`src/rtl/dobq_pkg.sv`:
```
// ----------------------------------------------------------------------------
// dobq_pkg
// Shared types, codes and defaults for the drop-oldest byte-budget queue.
// ----------------------------------------------------------------------------
package dobq_pkg;

  // default build parameters
  localparam int QUEUE_DEPTH_DEF = 64;
  localparam int TAG_BITS_DEF    = 16;
  localparam int SIZE_BITS_DEF   = 20;

  // fixed field widths
  localparam int OP_BITS      = 2;
  localparam int STATUS_BITS  = 2;
  localparam int CNT_OUT_BITS = 7;
  localparam int SEQ_BITS     = 32;
  localparam int ME_BITS      = 7;
  localparam int MB_BITS      = 20;
  localparam int CFG_IDX_BITS = 2;
  localparam int CFG_DAT_BITS = 20;

  // operation codes
  localparam logic [OP_BITS-1:0] OP_PUT     = 2'd0;
  localparam logic [OP_BITS-1:0] OP_GET     = 2'd1;
  localparam logic [OP_BITS-1:0] OP_DISCARD = 2'd2;

  // status codes
  localparam logic [STATUS_BITS-1:0] ST_OK      = 2'd0;
  localparam logic [STATUS_BITS-1:0] ST_TOO_BIG = 2'd1;
  localparam logic [STATUS_BITS-1:0] ST_EMPTY   = 2'd2;

  // register indexes
  localparam logic [CFG_IDX_BITS-1:0] REG_MAX_ENTRIES = 2'd0;
  localparam logic [CFG_IDX_BITS-1:0] REG_MAX_BYTES   = 2'd1;

  // register reset values
  localparam logic [ME_BITS-1:0] MAX_ENTRIES_RST = 7'd64;
  localparam logic [MB_BITS-1:0] MAX_BYTES_RST   = 20'd262144;

  typedef struct packed {
    logic [ME_BITS-1:0] max_entries;
    logic [MB_BITS-1:0] max_bytes;
  } cfg_t;

  typedef enum logic [1:0] {
    S_IDLE,
    S_EVAL,
    S_DROP,
    S_POP
  } state_t;

endpackage

```
`src/rtl/drop_oldest_byte_budget_queue_core.sv`:
```
// ----------------------------------------------------------------------------
// drop_oldest_byte_budget_queue_core
// Descriptor FIFO bounded by entry count and total bytes; drops oldest on put.
// ----------------------------------------------------------------------------
//  channel | handshake            | payload
//  --------+----------------------+-------------------------------------------
//  in      | in_valid / in_ready  | operation, item_tag, item_size
//  out     | out_valid / out_ready| status, out_tag, out_size, dropped,
//          |                      | seq_number, entry_count, byte_total
//  cfg     | cfg_valid / cfg_ready| cfg_index, cfg_data
//
//  One word in flight. Rejected or no-drop put, empty pop, unused code: EVAL.
//  Get or discard of a held entry: EVAL, then POP (one ring read).
//  Put dropping k entries: EVAL and DROP k times (a ring read each), then EVAL.
//  Ring state lives in one RAM with registered read; no clearing after reset.
//  A new word is taken while the previous result waits in the output register;
//  the sequencer stalls at its final step until that register frees up.
module drop_oldest_byte_budget_queue_core #(
  parameter int QUEUE_DEPTH = dobq_pkg::QUEUE_DEPTH_DEF,
  parameter int TAG_BITS    = dobq_pkg::TAG_BITS_DEF,
  parameter int SIZE_BITS   = dobq_pkg::SIZE_BITS_DEF
) (
  input  logic                                  clk,
  input  logic                                  rst,
  input  logic                                  cfg_valid,
  output logic                                  cfg_ready,
  input  logic [dobq_pkg::CFG_IDX_BITS-1:0]     cfg_index,
  input  logic [dobq_pkg::CFG_DAT_BITS-1:0]     cfg_data,
  input  logic                                  in_valid,
  output logic                                  in_ready,
  input  logic [dobq_pkg::OP_BITS-1:0]          operation,
  input  logic [TAG_BITS-1:0]                   item_tag,
  input  logic [SIZE_BITS-1:0]                  item_size,
  output logic                                  out_valid,
  input  logic                                  out_ready,
  output logic [dobq_pkg::STATUS_BITS-1:0]      status,
  output logic [TAG_BITS-1:0]                   out_tag,
  output logic [SIZE_BITS-1:0]                  out_size,
  output logic [dobq_pkg::CNT_OUT_BITS-1:0]     dropped,
  output logic [dobq_pkg::SEQ_BITS-1:0]         seq_number,
  output logic [dobq_pkg::CNT_OUT_BITS-1:0]     entry_count,
  output logic [SIZE_BITS-1:0]                  byte_total
);

  localparam int AW = $clog2(QUEUE_DEPTH);
  localparam int RW = TAG_BITS + SIZE_BITS;

  dobq_pkg::cfg_t  cfg;
  logic            ram_we;
  logic [AW-1:0]   ram_waddr;
  logic [RW-1:0]   ram_wdata;
  logic            ram_re;
  logic [AW-1:0]   ram_raddr;
  logic [RW-1:0]   ram_rdata;

  assign cfg_ready = 1'b1;

  always_ff @(posedge clk) begin
    if (rst) begin
      cfg.max_entries <= dobq_pkg::MAX_ENTRIES_RST;
      cfg.max_bytes   <= dobq_pkg::MAX_BYTES_RST;
    end else if (cfg_valid && cfg_ready) begin
      unique case (cfg_index)
        dobq_pkg::REG_MAX_ENTRIES: cfg.max_entries <= cfg_data[dobq_pkg::ME_BITS-1:0];
        dobq_pkg::REG_MAX_BYTES:   cfg.max_bytes   <= cfg_data[dobq_pkg::MB_BITS-1:0];
        default: ;
      endcase
    end
  end

  dobq_ram #(
    .WIDTH (RW),
    .DEPTH (QUEUE_DEPTH)
  ) u_ring (
    .clk   (clk),
    .we    (ram_we),
    .waddr (ram_waddr),
    .wdata (ram_wdata),
    .re    (ram_re),
    .raddr (ram_raddr),
    .rdata (ram_rdata)
  );

  dobq_ctrl #(
    .QUEUE_DEPTH (QUEUE_DEPTH),
    .TAG_BITS    (TAG_BITS),
    .SIZE_BITS   (SIZE_BITS)
  ) u_ctrl (
    .clk         (clk),
    .rst         (rst),
    .cfg         (cfg),
    .in_valid    (in_valid),
    .in_ready    (in_ready),
    .operation   (operation),
    .item_tag    (item_tag),
    .item_size   (item_size),
    .out_valid   (out_valid),
    .out_ready   (out_ready),
    .status      (status),
    .out_tag     (out_tag),
    .out_size    (out_size),
    .dropped     (dropped),
    .seq_number  (seq_number),
    .entry_count (entry_count),
    .byte_total  (byte_total),
    .ram_we      (ram_we),
    .ram_waddr   (ram_waddr),
    .ram_wdata   (ram_wdata),
    .ram_re      (ram_re),
    .ram_raddr   (ram_raddr),
    .ram_rdata   (ram_rdata)
  );

`ifndef ASSERT_OFF
  // one word at a time: no accept right after an accept
  a_one_in_flight: assert property (@(posedge clk) disable iff (rst)
    (in_valid && in_ready) |=> !in_ready)
    else $error("word accepted while previous still in work");

  a_reject_clean: assert property (@(posedge clk) disable iff (rst)
    (out_valid && status == dobq_pkg::ST_TOO_BIG) |-> (dropped == '0 && seq_number == '0))
    else $error("rejected put reports drops or sequence");

  a_empty_zero: assert property (@(posedge clk) disable iff (rst)
    (out_valid && status == dobq_pkg::ST_EMPTY) |-> (entry_count == '0 && byte_total == '0))
    else $error("empty status with nonzero occupancy");

  a_drop_ok: assert property (@(posedge clk) disable iff (rst)
    (out_valid && dropped != '0) |-> (status == dobq_pkg::ST_OK && seq_number != '0 ||
                                      status == dobq_pkg::ST_OK))
    else $error("drops reported on a failed operation");
`endif

endmodule

```
`src/rtl/dobq_ram.sv`:
```
// ----------------------------------------------------------------------------
// dobq_ram
// Generic simple dual-port RAM, one write and one registered read port.
// ----------------------------------------------------------------------------
module dobq_ram #(
  parameter int WIDTH = 8,
  parameter int DEPTH = 64
) (
  input  logic                     clk,
  input  logic                     we,
  input  logic [$clog2(DEPTH)-1:0] waddr,
  input  logic [WIDTH-1:0]         wdata,
  input  logic                     re,
  input  logic [$clog2(DEPTH)-1:0] raddr,
  output logic [WIDTH-1:0]         rdata
);

  logic [WIDTH-1:0] mem [DEPTH];

  always_ff @(posedge clk) begin
    if (we) begin
      mem[waddr] <= wdata;
    end
    if (re) begin
      rdata <= mem[raddr];
    end
  end

endmodule

```
`src/rtl/dobq_ctrl.sv`:
```
// ----------------------------------------------------------------------------
// dobq_ctrl
// Queue sequencer: head/count/byte/sequence state, drop loop, result register.
// ----------------------------------------------------------------------------
module dobq_ctrl #(
  parameter int QUEUE_DEPTH = dobq_pkg::QUEUE_DEPTH_DEF,
  parameter int TAG_BITS    = dobq_pkg::TAG_BITS_DEF,
  parameter int SIZE_BITS   = dobq_pkg::SIZE_BITS_DEF
) (
  input  logic                                 clk,
  input  logic                                 rst,
  input  dobq_pkg::cfg_t                       cfg,
  // item in
  input  logic                                 in_valid,
  output logic                                 in_ready,
  input  logic [dobq_pkg::OP_BITS-1:0]         operation,
  input  logic [TAG_BITS-1:0]                  item_tag,
  input  logic [SIZE_BITS-1:0]                 item_size,
  // result out
  output logic                                 out_valid,
  input  logic                                 out_ready,
  output logic [dobq_pkg::STATUS_BITS-1:0]     status,
  output logic [TAG_BITS-1:0]                  out_tag,
  output logic [SIZE_BITS-1:0]                 out_size,
  output logic [dobq_pkg::CNT_OUT_BITS-1:0]    dropped,
  output logic [dobq_pkg::SEQ_BITS-1:0]        seq_number,
  output logic [dobq_pkg::CNT_OUT_BITS-1:0]    entry_count,
  output logic [SIZE_BITS-1:0]                 byte_total,
  // ring memory
  output logic                                 ram_we,
  output logic [$clog2(QUEUE_DEPTH)-1:0]       ram_waddr,
  output logic [TAG_BITS+SIZE_BITS-1:0]        ram_wdata,
  output logic                                 ram_re,
  output logic [$clog2(QUEUE_DEPTH)-1:0]       ram_raddr,
  input  logic [TAG_BITS+SIZE_BITS-1:0]        ram_rdata
);

  localparam int AW  = $clog2(QUEUE_DEPTH);
  localparam int CW  = $clog2(QUEUE_DEPTH + 1);
  localparam int LW  = (CW > dobq_pkg::ME_BITS) ? CW : dobq_pkg::ME_BITS;
  localparam int SW  = (CW > dobq_pkg::CNT_OUT_BITS) ? CW : dobq_pkg::CNT_OUT_BITS;
  localparam int BW  = ((SIZE_BITS > dobq_pkg::MB_BITS) ? SIZE_BITS : dobq_pkg::MB_BITS) + 1;
  localparam int TSW = AW + 2;
  localparam int CO  = dobq_pkg::CNT_OUT_BITS;
  localparam int QW  = dobq_pkg::SEQ_BITS;

  function automatic logic [CO-1:0] sat_cnt(input logic [CW-1:0] v);
    logic [SW-1:0] ext;
    ext = SW'(v);
    return (ext > SW'((1 << CO) - 1)) ? CO'((1 << CO) - 1) : ext[CO-1:0];
  endfunction

  dobq_pkg::state_t state, state_next;

  // queue state
  logic [AW-1:0]                    head;
  logic [CW-1:0]                    count;
  logic [SIZE_BITS-1:0]             bytes;
  logic [dobq_pkg::SEQ_BITS-1:0]    seq;
  // held item
  logic [dobq_pkg::OP_BITS-1:0]     op_q;
  logic [TAG_BITS-1:0]              tag_q;
  logic [SIZE_BITS-1:0]             size_q;
  logic [CW-1:0]                    ndrop;

  // derived
  logic                             out_free;
  logic                             empty;
  logic                             too_big;
  logic                             need_drop;
  logic [LW-1:0]                    me_ext;
  logic [LW-1:0]                    lim;
  logic [BW-1:0]                    byte_sum;
  logic [AW-1:0]                    head_inc;
  logic [TSW-1:0]                   tail_sum;
  logic [AW-1:0]                    tail;
  logic [SIZE_BITS-1:0]             rd_size;
  logic [TAG_BITS-1:0]              rd_tag;

  // control decode
  logic                             do_push;
  logic                             do_pop;
  logic                             res_load;
  logic [dobq_pkg::STATUS_BITS-1:0] res_status;
  logic [TAG_BITS-1:0]              res_tag;
  logic [SIZE_BITS-1:0]             res_size;
  logic [CO-1:0]                    res_dropped;
  logic [dobq_pkg::SEQ_BITS-1:0]    res_seq;
  logic [CO-1:0]                    res_count;
  logic [SIZE_BITS-1:0]             res_bytes;

  assign out_free = !out_valid || out_ready;
  assign in_ready = (state == dobq_pkg::S_IDLE);
  assign empty    = (count == '0);

  // entry limit: zero acts as one, above depth acts as depth
  assign me_ext = LW'(cfg.max_entries);
  assign lim    = (cfg.max_entries == '0) ? LW'(1) :
                  (me_ext > LW'(QUEUE_DEPTH)) ? LW'(QUEUE_DEPTH) : me_ext;

  assign too_big   = BW'(size_q) > BW'(cfg.max_bytes);
  assign byte_sum  = BW'(bytes) + BW'(size_q);
  assign need_drop = !empty && ((LW'(count) >= lim) || (byte_sum > BW'(cfg.max_bytes)));

  assign head_inc = (head == AW'(QUEUE_DEPTH - 1)) ? '0 : head + AW'(1);
  assign tail_sum = TSW'(head) + TSW'(count);
  assign tail     = (tail_sum >= TSW'(QUEUE_DEPTH)) ? AW'(tail_sum - TSW'(QUEUE_DEPTH))
                                                     : AW'(tail_sum);

  assign rd_size = ram_rdata[SIZE_BITS-1:0];
  assign rd_tag  = ram_rdata[TAG_BITS+SIZE_BITS-1:SIZE_BITS];

  // next state
  always_comb begin
    state_next = state;
    unique case (state)
      dobq_pkg::S_IDLE: begin
        if (in_valid) state_next = dobq_pkg::S_EVAL;
      end
      dobq_pkg::S_EVAL: begin
        case (op_q) inside
          dobq_pkg::OP_PUT: begin
            if (!too_big && need_drop) state_next = dobq_pkg::S_DROP;
            else if (out_free)         state_next = dobq_pkg::S_IDLE;
          end
          dobq_pkg::OP_GET, dobq_pkg::OP_DISCARD: begin
            if (!empty)        state_next = dobq_pkg::S_POP;
            else if (out_free) state_next = dobq_pkg::S_IDLE;
          end
          default: begin
            if (out_free) state_next = dobq_pkg::S_IDLE;
          end
        endcase
      end
      dobq_pkg::S_DROP: state_next = dobq_pkg::S_EVAL;
      dobq_pkg::S_POP: begin
        if (out_free) state_next = dobq_pkg::S_IDLE;
      end
      default: state_next = dobq_pkg::S_IDLE;
    endcase
  end

  // datapath control and result assembly
  always_comb begin
    ram_we      = 1'b0;
    ram_waddr   = tail;
    ram_wdata   = {tag_q, size_q};
    ram_re      = 1'b0;
    ram_raddr   = head;
    do_push     = 1'b0;
    do_pop      = 1'b0;
    res_load    = 1'b0;
    res_status  = dobq_pkg::ST_OK;
    res_tag     = '0;
    res_size    = '0;
    res_dropped = '0;
    res_seq     = '0;
    res_count   = sat_cnt(count);
    res_bytes   = bytes;
    unique case (state)
      dobq_pkg::S_IDLE: ;
      dobq_pkg::S_EVAL: begin
        case (op_q) inside
          dobq_pkg::OP_PUT: begin
            if (too_big) begin
              res_load   = out_free;
              res_status = dobq_pkg::ST_TOO_BIG;
            end else if (need_drop) begin
              ram_re = 1'b1;
            end else begin
              res_load    = out_free;
              do_push     = out_free;
              ram_we      = out_free;
              res_dropped = sat_cnt(ndrop);
              res_seq     = seq + QW'(1);
              res_count   = sat_cnt(count + CW'(1));
              res_bytes   = bytes + size_q;
            end
          end
          dobq_pkg::OP_GET, dobq_pkg::OP_DISCARD: begin
            if (empty) begin
              res_load   = out_free;
              res_status = dobq_pkg::ST_EMPTY;
            end else begin
              ram_re = 1'b1;
            end
          end
          default: begin
            res_load = out_free;
          end
        endcase
      end
      dobq_pkg::S_DROP: begin
        do_pop = 1'b1;
      end
      dobq_pkg::S_POP: begin
        res_load  = out_free;
        do_pop    = out_free;
        res_count = sat_cnt(count - CW'(1));
        res_bytes = bytes - rd_size;
        if (op_q == dobq_pkg::OP_GET) begin
          res_tag  = rd_tag;
          res_size = rd_size;
        end
      end
      default: ;
    endcase
  end

  always_ff @(posedge clk) begin
    if (rst) begin
      state <= dobq_pkg::S_IDLE;
      head  <= '0;
      count <= '0;
      bytes <= '0;
      seq   <= '0;
      ndrop <= '0;
    end else begin
      state <= state_next;
      if (in_valid && in_ready) begin
        ndrop <= '0;
      end else if (state == dobq_pkg::S_DROP) begin
        ndrop <= ndrop + CW'(1);
      end
      if (do_pop) begin
        head  <= head_inc;
        count <= count - CW'(1);
        bytes <= bytes - rd_size;
      end else if (do_push) begin
        count <= count + CW'(1);
        bytes <= bytes + size_q;
        seq   <= seq + QW'(1);
      end
    end
  end

  always_ff @(posedge clk) begin
    if (in_valid && in_ready) begin
      op_q   <= operation;
      tag_q  <= item_tag;
      size_q <= item_size;
    end
  end

  // result register
  always_ff @(posedge clk) begin
    if (rst) begin
      out_valid <= 1'b0;
    end else if (res_load) begin
      out_valid <= 1'b1;
    end else if (out_ready) begin
      out_valid <= 1'b0;
    end
  end

  always_ff @(posedge clk) begin
    if (res_load) begin
      status      <= res_status;
      out_tag     <= res_tag;
      out_size    <= res_size;
      dropped     <= res_dropped;
      seq_number  <= res_seq;
      entry_count <= res_count;
      byte_total  <= res_bytes;
    end
  end

endmodule

```
`config.mk`:
```
export PLATFORM = sky130hd
export DESIGN_NAME = drop_oldest_byte_budget_queue_core
export DESIGN_NICKNAME = d
export VERILOG_FILES = /design/src/rtl/dobq_pkg.sv /design/src/rtl/drop_oldest_byte_budget_queue_core.sv /design/src/rtl/dobq_ram.sv /design/src/rtl/dobq_ctrl.sv
export SDC_FILE = /design/constraint.sdc
export NUM_CORES = 2
export LEC_CHECK = 0
export BUFFER_PORTS_ARGS = -buffer_cell sky130_fd_sc_hd__buf_4
export CAP_MARGIN = 20
export CORE_MARGIN = 2
export CORE_UTILIZATION = 56
export CTS_CLUSTER_DIAMETER = 150
export DETAILED_ROUTE_END_ITERATION = 8
export HOLD_SLACK_MARGIN = 0.12
export PLACE_DENSITY = 0.75
export SYNTH_ARGS = -nofsm -noshare
export SYNTH_HDL_FRONTEND = slang
export SYNTH_HIERARCHICAL = 1
export SYNTH_SLANG_ARGS = --single-unit
```
`constraint.sdc`:
```
create_clock -name clk -period 12.2 [get_ports clk]
set_input_delay 2.44 -clock clk [delete_from_list [all_inputs] [get_ports clk]]
set_output_delay 2.44 -clock clk [all_outputs]
set_load 0.01 [all_outputs]
```
==> metrics <==
final worst-path cycle share 0.617; initial antenna violation count 19; I/O Buffers 170; postcts setup bufs 0; core area 181,000 sq um; leading area contributor after synthesis edfxtp_1; Pwr Total 17,900 uW; Die Area 186,000 sq um; post-detail-place hpwl 168,000 um; mux cell area share after synthesis 0.134; critical path capture point type flip-flop; Synth Area in Simple Gates 0.0389; clock share of power 0.422; top-area cell type share of the netlist area 0.729; GP Congestion 0.947; H-tree Lvls 4; PD cells 155 nW/um^2; Syn Std Cell Area 102,000 sq um; Synth top cells by count edfxtp_1, mux4_2, nor2_1; worst hold start cfg[9]; Post-Syn Nets 5,374; arrival time at the worst endpoint 8130 ps; total grt overflow 0; Post-Syn Instances 5,207; Max Slew Vio Count 0; Seq/Total Area, Yosys 0.749; num ports 172; initial DRC count 8,711; Post-synth ARST share 0; Vias/cell 6.77; switching part of the total power 0.210; crit path kind flip-flop to flip-flop; Worst-path clk slew 70 ps; DR WL/cell 34.3 um; prevailing post-synth register cell edfxtp_1; Max FO, Critical Path 66; number of synthesized register bits 2,584; largest cells by area after synthesis edfxtp_1, mux4_2, dfxtp_1; Row Count 156; Internal 14,100 uW; TritonCTS Buffers 236; first-pass GRT wire length 396,000 um; Setup TNS 0 ps; final-report hold violation count 0; Global Route Usage Sum 0.302; R2R Setup Slk 4670 ps; largest net degree at the start of global routing 120; NumNets Final 5,706; EDFF count, synth 2,482; hold buffer count at CTS 0; Yosys warnings 6; via count 55,000; Fillers 11,800; fin crit period 7530 ps; MaxCap Viol Count 0; 1st-pass router iterations 9; post_cts resized 0; area grow syn2layout 13.0%; CTS Sinks 2,584; Max-slew headroom 0.170; vias in the first global route 53,200; critical path launch point type flip-flop; run status completed; TritonCTS clock tree yes; largest family of logic cells by synthesized area multiplexers; Die Height 431 um; Compound-Gate Fraction of Synth Area 0.0418; Psw 3750 uW; f_max 133 MHz; initial core utilization 0.565; setup repair after global routing missed its margin no; Final Setup Violations 0; XOR/XNOR Fraction of Synth Area 0.00686; reg-to-reg startpoint u_ctrl/size_q[4]; Least-Margin Pin Slew 1240 ps; clock latency on the worst-skew pair 950 ps; count leader, synth edfxtp_1; share of layout cells above drive strength 1 0.243; Post-Synth Adder-Cell Area 0.0127; Critical Path RT 12,800 ps; Gate power share 0.028; die width 431 um; Hold Crit Class flip-flop to flip-flop; Worst IR Drop VDD 0.000144 V; drt total wl 279,000 um; critical path startpoint u_ctrl/size_q[4]; Max Clock Skew 124 ps; CTS root buf clkbuf_16; Synth cell types 73; Post-DRT Antenna Nets 0; Sequential Power Share 0.549; drt drc 0; syn_area_per_cell 19.6 sq um; Max clock buf depth 3; leakage 0.0357 uW
-- power by group through the flow --
stage / clock (uW) / combinational, uW / sequential [uW]
CTS: 7620 / 503 / 9810
global placement: 0 / 488 / 10000
detailed placement: 0 / 502 / 10000
finish: 7540 / 507 / 9810
global route: 7950 / 536 / 9810
floorplan: 0 / 150 / 10100
-- worst paths after layout --
check                       endpoint  cells past startpoint
hold reg to reg               cfg[9]                      2
setup reg to reg  u_ring/mem[15][32]                     20
setup / recovery  u_ring/mem[15][32]                     20
hold / removal                cfg[9]                      2
-- sequential cells by signal, summed over array words and instances (netlist names), 7 cells and up --
signal	cells
cfg	27
u_ctrl/byte_total	20
u_ctrl/bytes	20
u_ctrl/count	7
u_ctrl/dropped	7
u_ctrl/entry_count	7
u_ctrl/ndrop	7
u_ctrl/out_size	20
u_ctrl/out_tag	16
u_ctrl/seq	32
u_ctrl/seq_number	32
u_ctrl/size_q	20
u_ctrl/tag_q	16
u_ring/mem	2304
u_ring/rdata	36
-- worst max-delay path, cell delays in order, from the launching register on --
cell and delay, ps:
edfxtp_1 320, buf_4 640, ha_1 400, nor3_1 270, nor3_1 140, a2111oi_2 590
nor2_1 120, a21oi_1 200, xnor2_1 210, ha_1 330, a21oi_1 160, a21boi_0 90
a2111oi_0 470, o211ai_1 190, nand3_1 290, nand4_4 140, inv_1 370, nand4_1 770
buf_4 470, nor2_4 620, buf_4 380
-- cells by family after synthesis --
logic type,after synthesis
AOI/OAI and AO/OA,638
buffers and inverters,357
xor gates and xnor gates,80
and+or+nand+nor,774
DFF,2584
other,1
muxes,671
adders and majority gates,102
-- per-layer routing --
metal | global-route usage | up-vias | routed length [um]
li1 | - | 22200 | -
met1 | 0.414 | 28300 | 101000
met2 | 0.463 | 3859 | 130000
met3 | 0.0619 | 668 | 31000
met4 | 0.159 | 6 | 17300
met5 | 0 | - | 39
-- area by class of cell --
class / count / area [sq um] / area share
inverters: 79 / 297 / 0.00257
flip-flops and latches: 2584 / 76600 / 0.663
clock inverters: 174 / 1920 / 0.0166
repair buffers: 372 / 3100 / 0.0269
diodes: 12 / 30.0 / 0.000260
multi-input cells: 2266 / 24500 / 0.212
well taps: 2370 / 2970 / 0.0257
clock buffers: 275 / 6080 / 0.0527
-- stage by stage --
step,setup slack [ps],std cells,util,hold slack [ps],cell area (sq um)
floorplan,3390,5207,-,449,102000
finish,4670,8132,0.638,472,115000
global placement,4610,7650,0.591,460,107000
global route,4240,8121,0.638,492,115000
CTS,4720,8114,0.637,473,115000
detailed placement,4790,7665,0.593,464,107000
-- layout by cell type (no fill, tap or decap), types with 81 or more instances in the layout --
| cell | n |
|---|---|
| nor2_1 | 145 |
| a21oi_1 | 110 |
| edfxtp_1 | 2482 |
| buf_4 | 346 |
| o22ai_1 | 154 |
| dfxtp_1 | 96 |
| nand3_1 | 99 |
| mux2i_1 | 105 |
| ha_1 | 98 |
| a22oi_1 | 81 |
| clkbuf_16 | 236 |
| nand2_1 | 117 |
| mux4_2 | 556 |
(Power assumes the default switching activity.)
